<file path="src/rtl/tss_pkg.sv">
// ----------------------------------------------------------------------------
// tss_pkg
// Types and codes shared by the thread slot scheduler with per-slot mailboxes.
// ----------------------------------------------------------------------------
package tss_pkg;

  typedef enum logic [2:0] {
    OP_PROCEED = 3'd0,
    OP_CREATE  = 3'd1,
    OP_EXIT    = 3'd2,
    OP_SEND    = 3'd3,
    OP_RECV    = 3'd4
  } op_e;

  typedef enum logic [2:0] {
    ST_OK       = 3'd0,
    ST_NO_FREE  = 3'd1,
    ST_NO_READY = 3'd2,
    ST_FULL     = 3'd3,
    ST_EMPTY    = 3'd4
  } status_e;

  localparam int unsigned TargetW = 3;
  localparam int unsigned MsgW    = 32;

  typedef struct packed {
    logic [2:0]             opcode;
    logic [TargetW-1:0]     target_thread;
    logic signed [MsgW-1:0] message;
  } tss_req_t;

  typedef struct packed {
    logic [2:0]             status;
    logic [TargetW-1:0]     thread_id;
    logic signed [MsgW-1:0] message_out;
    logic                   target_ready;
    logic                   target_inbox_empty;
  } tss_rsp_t;

endpackage

</file>
<file path="src/rtl/thread_slot_scheduler_mailbox.sv">
// ----------------------------------------------------------------------------
// thread_slot_scheduler_mailbox
// Round-robin thread slot scheduler with one FIFO inbox per slot.
// Latency: the result strobes in the cycle after the item is accepted.
// Throughput: one item per cycle; busy stays low, the inbox RAM read is registered.
// Reset: slot 0 ready and current, every inbox empty; inbox RAM is not cleared.
// The receiver cannot stall: each result is valid for exactly one cycle.
// ----------------------------------------------------------------------------
module thread_slot_scheduler_mailbox
  import tss_pkg::*;
#(
  parameter int unsigned THREAD_SLOTS = 8,
  parameter int unsigned INBOX_DEPTH  = 16
) (
  input  logic     clk_i,
  input  logic     rst_ni,
  input  logic     start,
  output logic     busy,
  input  tss_req_t item_i,
  output logic     done_o,
  output tss_rsp_t result_o
);

  localparam int unsigned SW = (THREAD_SLOTS > 1) ? $clog2(THREAD_SLOTS) : 1;
  localparam int unsigned PW = (INBOX_DEPTH > 1) ? $clog2(INBOX_DEPTH) : 1;
  localparam int unsigned CW = $clog2(INBOX_DEPTH + 1);
  localparam int unsigned AW = SW + PW;
  localparam int unsigned MemDepth = THREAD_SLOTS * (2 ** PW);
  localparam logic [SW+TargetW-1:0] SlotsC  = (SW + TargetW)'(THREAD_SLOTS);
  localparam logic [CW-1:0]         DepthC  = CW'(INBOX_DEPTH);
  localparam logic [PW-1:0]         PtrLast = PW'(INBOX_DEPTH - 1);

  function automatic logic [SW-1:0] low_index(logic [THREAD_SLOTS-1:0] v);
    logic [THREAD_SLOTS-1:0] one;
    logic [SW-1:0]           idx;
    one = v & (~v + THREAD_SLOTS'(1));
    idx = '0;
    for (int i = 0; i < THREAD_SLOTS; i++) begin
      if (one[i]) idx = idx | SW'(i);
    end
    return idx;
  endfunction

  // scheduler state
  logic [THREAD_SLOTS-1:0] ready_q, ready_d;
  logic [SW-1:0]           cur_q, cur_d;
  logic [PW-1:0]           head_q [THREAD_SLOTS];
  logic [PW-1:0]           tail_q [THREAD_SLOTS];
  logic [CW-1:0]           count_q [THREAD_SLOTS];

  // result stage
  logic                    done_q;
  logic [2:0]              status_q, status_d;
  logic [TargetW-1:0]      thread_q;
  logic                    tready_q, tready_d;
  logic                    tempty_q, tempty_d;
  logic                    rx_q, rx_d;
  logic [MsgW-1:0]         rdata_q;

  logic [MsgW-1:0]         mem [MemDepth];

  logic                    accept;
  logic [SW+TargetW-1:0]   tgt_ext;
  logic [SW+TargetW-1:0]   cur_ext;
  logic [SW-1:0]           tidx;
  logic                    tgt_ok;
  logic [THREAD_SLOTS-1:0] rr_base;
  logic [THREAD_SLOTS-1:0] above;
  logic [THREAD_SLOTS-1:0] hi;
  logic [SW-1:0]           rr_pick;
  logic [PW-1:0]           t_head, t_tail;
  logic [CW-1:0]           t_count, cnt_new;
  logic                    wr_en, rd_en;
  logic [AW-1:0]           waddr, raddr;

  assign busy   = 1'b0;
  assign accept = start & ~busy;

  assign tgt_ext = {{SW{1'b0}}, item_i.target_thread};
  assign tidx    = tgt_ext[SW-1:0];
  assign tgt_ok  = tgt_ext < SlotsC;

  assign t_head  = head_q[tidx];
  assign t_tail  = tail_q[tidx];
  assign t_count = count_q[tidx];

  // exit drops the current slot before the round-robin search
  always_comb begin
    rr_base = ready_q;
    if (item_i.opcode == OP_EXIT) rr_base[cur_q] = 1'b0;
    for (int i = 0; i < THREAD_SLOTS; i++) begin
      above[i] = SW'(i) > cur_q;
    end
    hi      = rr_base & above;
    rr_pick = (|hi) ? low_index(hi) : low_index(rr_base);
  end

  always_comb begin
    ready_d  = ready_q;
    cur_d    = cur_q;
    status_d = ST_OK;
    cnt_new  = t_count;
    rx_d     = 1'b0;
    wr_en    = 1'b0;
    rd_en    = 1'b0;
    waddr    = {tidx, t_tail};
    raddr    = {tidx, t_head};
    case (item_i.opcode)
      OP_PROCEED, OP_EXIT: begin
        ready_d = rr_base;
        if (|rr_base) cur_d = rr_pick;
        else status_d = ST_NO_READY;
      end
      OP_CREATE: begin
        if (&ready_q) begin
          status_d = ST_NO_FREE;
        end else begin
          cur_d          = low_index(~ready_q);
          ready_d[cur_d] = 1'b1;
        end
      end
      OP_SEND: begin
        if (!tgt_ok || t_count == DepthC) begin
          status_d = ST_FULL;
        end else begin
          wr_en   = 1'b1;
          cnt_new = t_count + CW'(1);
        end
      end
      OP_RECV: begin
        if (!tgt_ok || t_count == '0) begin
          status_d = ST_EMPTY;
        end else begin
          rd_en   = 1'b1;
          rx_d    = 1'b1;
          cnt_new = t_count - CW'(1);
        end
      end
      default: ;
    endcase
    tready_d = tgt_ok & ready_d[tidx];
    tempty_d = !tgt_ok || cnt_new == '0;
  end

  assign cur_ext = {{TargetW{1'b0}}, cur_d};

  always_ff @(posedge clk_i or negedge rst_ni) begin
    if (!rst_ni) begin
      ready_q <= THREAD_SLOTS'(1);
      cur_q   <= '0;
      done_q  <= 1'b0;
      rx_q    <= 1'b0;
      for (int i = 0; i < THREAD_SLOTS; i++) begin
        head_q[i]  <= '0;
        tail_q[i]  <= '0;
        count_q[i] <= '0;
      end
    end else begin
      done_q <= accept;
      if (accept) begin
        ready_q <= ready_d;
        cur_q   <= cur_d;
        rx_q    <= rx_d;
        count_q[tidx] <= cnt_new;
        if (wr_en) tail_q[tidx] <= (t_tail == PtrLast) ? '0 : t_tail + PW'(1);
        if (rd_en) head_q[tidx] <= (t_head == PtrLast) ? '0 : t_head + PW'(1);
      end
    end
  end

  always_ff @(posedge clk_i) begin
    if (accept) begin
      status_q <= status_d;
      thread_q <= cur_ext[TargetW-1:0];
      tready_q <= tready_d;
      tempty_q <= tempty_d;
    end
  end

  // inbox RAM: at most one write or one registered read per cycle
  always_ff @(posedge clk_i) begin
    if (accept && wr_en) mem[waddr] <= item_i.message;
    if (accept && rd_en) rdata_q <= mem[raddr];
  end

  assign done_o                      = done_q;
  assign result_o.status             = status_q;
  assign result_o.thread_id          = thread_q;
  assign result_o.message_out        = rx_q ? rdata_q : '0;
  assign result_o.target_ready       = tready_q;
  assign result_o.target_inbox_empty = tempty_q;

endmodule
</file>
<file path="config.mk">
export PLATFORM = sky130hd
export DESIGN_NAME = thread_slot_scheduler_mailbox
export DESIGN_NICKNAME = d
export VERILOG_FILES = /design/src/rtl/tss_pkg.sv /design/src/rtl/thread_slot_scheduler_mailbox.sv
export SDC_FILE = /design/constraint.sdc
export NUM_CORES = 2
export LEC_CHECK = 0
export BUFFER_PORTS_ARGS = -buffer_cell sky130_fd_sc_hd__buf_4
export CORE_AREA = 3 3 690 555
export DETAILED_ROUTE_END_ITERATION = 6
export DIE_AREA = 0 0 693 558
export PLACE_DENSITY_LB_ADDON = 0.25
export SLEW_MARGIN = 20
export SYNTH_ARGS = -nofsm -noshare
export SYNTH_HDL_FRONTEND = slang
export SYNTH_SLANG_ARGS = --single-unit
</file>
<file path="constraint.sdc">
create_clock -name clk_i -period 7.36 [get_ports clk_i]
set_input_delay 1.104 -clock clk_i [delete_from_list [all_inputs] [get_ports clk_i]]
set_output_delay 1.104 -clock clk_i [all_outputs]
set_load 0.02 [all_outputs]
</file>
==> results.py <==
metrics = {
    "run_status": {
        "status": "completed",
    },
    "route": {
        "drt_wl_total_um": 584000,
        "wl_met1_um": 224000,
        "wl_met2_um": 247000,
        "dr.max_layer_used": "met5",
        "drcViolationCount": 0,
        "vias": 111000,
        "wl_per_cell_um": 33.5,
        "drt_pass1_iterations": 7,
        "drtAntennaViolNets": 0,
        "dr_wl_met3_um": 82800,
        "via_per_inst": 6.35,
        "drt_iter0_drc": 18700,
    },
    "place": {
        "portBuffers": 81,
        "dpl.hpwl_um": 349000,
        "globalplace.congestion": 0.913,
    },
    "cts": {
        "cts_resized": 0,
        "clkTransAtPathRegs_ns": 0.07,
        "clock_latency_ns": 1.05,
        "cts_sinks": 4253,
        "cts_buffers": 413,
        "cts_setup_buffers": 0,
        "cts-htree-levels": 5,
        "cts_tree": "yes",
        "cts_buffer_depth": 4,
        "cts_root_buf": "clkbuf_16",
        "cts_hold_buf": 1,
    },
    "worst_setup_path": {
        "path_cells": "buf_4, nand2b_1, o21ai_4, nor3_4, inv_8, buf_12, mux4_2, a22oi_1, nand4_1, a211oi_1, buf_4, nand3_1",
        "slowest_delay_ns": 0.96,
        "critPathLaunch": "item_i[33]",
        "worst-setup-path-type": "input port to flip-flop",
        "required_ns": 8.08,
        "endpoint_kind": "flip-flop",
        "r2r_cells": 11,
        "worstPathArrival_ns": 6.44,
        "cp.depth": 12,
        "cp_top_family": "compound AO/OA/AOI/OAI gates",
        "startpoint_type": "input port",
        "worstReg2RegEnd": "rdata_q[7]",
        "critPathMaxFanout": 80,
        "worst_path_most_repeated_cell": "buf_4",
        "worstReg2RegStart": "head_q[28]",
        "critPathSlowestCell": "a211oi_1",
        "cp-endpoint": "rdata_q[7]",
        "critPathBufInv": 4,
        "ff2ff_setup_slack_ns": 2.03,
    },
    "yosys": {
        "synth_top_area_share_pct": 73.5,
        "yosysWarnings": 0,
        "yosysSeqAreaShare_pct": 75.2,
        "synthFlopType": "edfxtp_1",
        "syn_nets": 11800,
        "yosysUniqueCellTypes": 80,
        "synth_edf_count": 4136,
        "synth-async-reset-ratio_pct": 2.75,
        "synth_cells": 11800,
        "synth_top_area_cell": "edfxtp_1",
        "synth-seq-cells": 4253,
        "synthTopCellsByArea": "edfxtp_1 (73%), nand2_1 (6.2%), nand3_1 (3.7%)",
        "syn_area_um2": 169000,
        "avgSynthCellArea_um2": 14.3,
    },
    "sta": {
        "finalCritPeriodShare_pct": 77.7,
        "setup_viol": 0,
        "tns_ns": 0,
        "clock_skew_ns": 0.0922,
        "hold_violations": 0,
        "max_freq_ghz": 0.175,
        "drv_slew": 0,
        "rsz0062_at_grt": "false",
        "max_slew.worst_pin.slew_ns": 1.36,
        "relSlewSlack_pct": 8.48,
        "min_period_ns": 5.72,
    },
    "power_and_ir_drop": {
        "leakage_nw": 62.6,
        "max-vdd-ir-drop_mv": 0.221,
        "power.density_nw_per_um2": 272,
    },
    "cells_and_area": {
        "fillers": 31200,
        "area_growth_pct": 13.3,
        "layout-drive-gt1-share_pct": 12.9,
        "final_util_pct": 50.7,
        "final_net_count": 12100,
    },
    "global_route": {
        "grt_pass1_wl_um": 808000,
        "overflow": 0,
        "antenna_found_initial": 65,
        "grt_usage_pct": 29.6,
        "grt_pass1_vias": 103000,
        "grt_max_degree": 156,
    },
    "die": {
        "ioPinCount": 83,
        "rows": 202,
        "core_area_um2": 377000,
        "die_h_um": 558,
        "die_w_um": 693,
        "start_util_pct": 44.8,
        "die_area_um2": 387000,
    },
    "worst_hold_path": {
        "hold_class": "input port to flip-flop",
        "hp-start": "item_i[35]",
    },
    "flow_run": {
        "drv_cap": 0,
    },
}
[layout make-up]
| class | instances | area (um^2) | area share [%] |
|---|---|---|---|
| Sequential cell | 4253 | 127000 | 66.4 |
| Tap cell | 4998 | 6250 | 3.27 |
| Clock buffer | 511 | 10800 | 5.66 |
| Multi-Input combinational cell | 6724 | 39500 | 20.6 |
| Antenna cell | 65 | 163 | 0.0849 |
| Inverter | 21 | 93.8 | 0.0490 |
| Clock inverter | 239 | 1920 | 1.00 |
| Timing Repair Buffer | 612 | 5600 | 2.92 |
[flip-flops by register name, indices dropped and copies added (netlist names)]
name and count:
ready_q 8, cur_q 3, rx_q 1, count_q 40, tail_q 32, tready_q 1, tempty_q 1, mem 4096
status_q 3, rdata_q 32, thread_q 3, head_q 32, done_o 1
[synth_stat cells (19+ instances only)]
master / instances
a2111oi_0: 29
a211oi_1: 210
a21boi_0: 47
a21oi_1: 217
a221oi_1: 33
a22oi_1: 36
a311oi_1: 156
a31oi_1: 193
a32oi_1: 47
and2_1: 52
and3_1: 51
buf_1: 60
buf_2: 292
buf_4: 66
clkbuf_1: 359
dfrtp_1: 116
edfxtp_1: 4136
inv_1: 19
mux2_2: 99
mux2i_1: 383
mux4_2: 113
nand2_1: 2794
nand3_1: 1254
nand4_1: 79
nor2_1: 203
nor3_1: 55
nor4_1: 58
o2111ai_1: 29
o21ai_0: 157
o221ai_1: 60
o22ai_1: 67
o31a_1: 129
o31ai_1: 20
[layer usage]
layer	up-vias	GRT usage, %
li1	45400	-
met1	56100	41.5
met2	7878	42.2
met3	1277	9.08
met4	24	13.7
met5	-	0
[kinds of logic after synthesis]
group / count (synthesis) / share of synthesized area, %
DFF: 4253 / 75.2
xor gates and xnor gates: 4 / 0.0207
other: 1 / 0.00222
buffers and inverters: 815 / 2.26
muxes: 596 / 4.44
adders and majority gates: 4 / 0.0296
and+or+nand+nor: 4594 / 11.6
AOI/OAI and AO/OA: 1525 / 6.42
[cells in the final DEF (no fill, tap or decap), drive strengths merged, types with 11 or more instances in the layout]
cell type	instances
edfxtp	4136
nand2	2794
nand3	1254
buf	611
clkbuf	511
mux2i	383
a21oi	217
a211oi	211
nor2	205
a31oi	193
clkinv	192
o21ai	167
a311oi	156
o31a	129
dfrtp	116
mux4	113
mux2	100
nand4	79
o22ai	67
diode	65
o221ai	60
nor4	58
nor3	56
and2	52
and3	51
a32oi	47
a21boi	47
inv	37
a22oi	36
a221oi	33
a2111oi	31
o2111ai	29
bufinv	21
o31ai	20
o211ai	16
and4	11
[where the power goes]
| group | leakage, nW | total [W] | switching (W) | internal, W |
|---|---|---|---|---|
| Sequential | 38.8 | 0.0268 | 0.000103 | 0.0267 |
| Clock | 6.24 | 0.0205 | 0.00929 | 0.0112 |
| Combinational | 17.6 | 0.00484 | 0.00347 | 0.00137 |
| Total | 62.6 | 0.0521 | 0.0129 | 0.0393 |
[worst reg2reg max path: stages, from the launching register on]
cell	delay [ns]
dfrtp_1	0.35
or3b_1	0.42
a21oi_4	0.24
nor3_4	0.12
inv_8	0.64
buf_12	0.64
mux4_2	0.62
a22oi_1	0.33
nand4_1	0.40
a211oi_1	0.96
buf_4	0.25
nand3_1	0.08
[worst min-delay path by stage]
| stage | to | slack, ns | depth (start not counted) |
|---|---|---|---|
| 2_1_floorplan | head_q[28] | 0.44 | 2 |
| 3_3_place_gp | count_q[13] | 0.46 | 2 |
| 3_5_place_dp | head_q[28] | 0.46 | 2 |
| 4_1_cts | ready_q[0] | 0.37 | 3 |
| 5_1_grt | status_q[1] | 0.46 | 2 |
| 6_report | ready_q[0] | 0.45 | 3 |
[per-stage QoR]
step                      instance area (um^2)  total power [W]  worst slack, ns  hold WS [ns]  instances
final                                   191000           0.0521             1.64         0.451      17400
after global routing                    191000           0.0535             1.49         0.457      17400
after CTS                               191000           0.0522             1.88         0.372      17400
after detailed placement                178000           0.0320            0.840         0.464      16600
after global placement                  178000           0.0319            0.230         0.458      16600
after floorplan                         169000           0.0301             1.94         0.441      11800
Power figures use the tool's default switching activity.
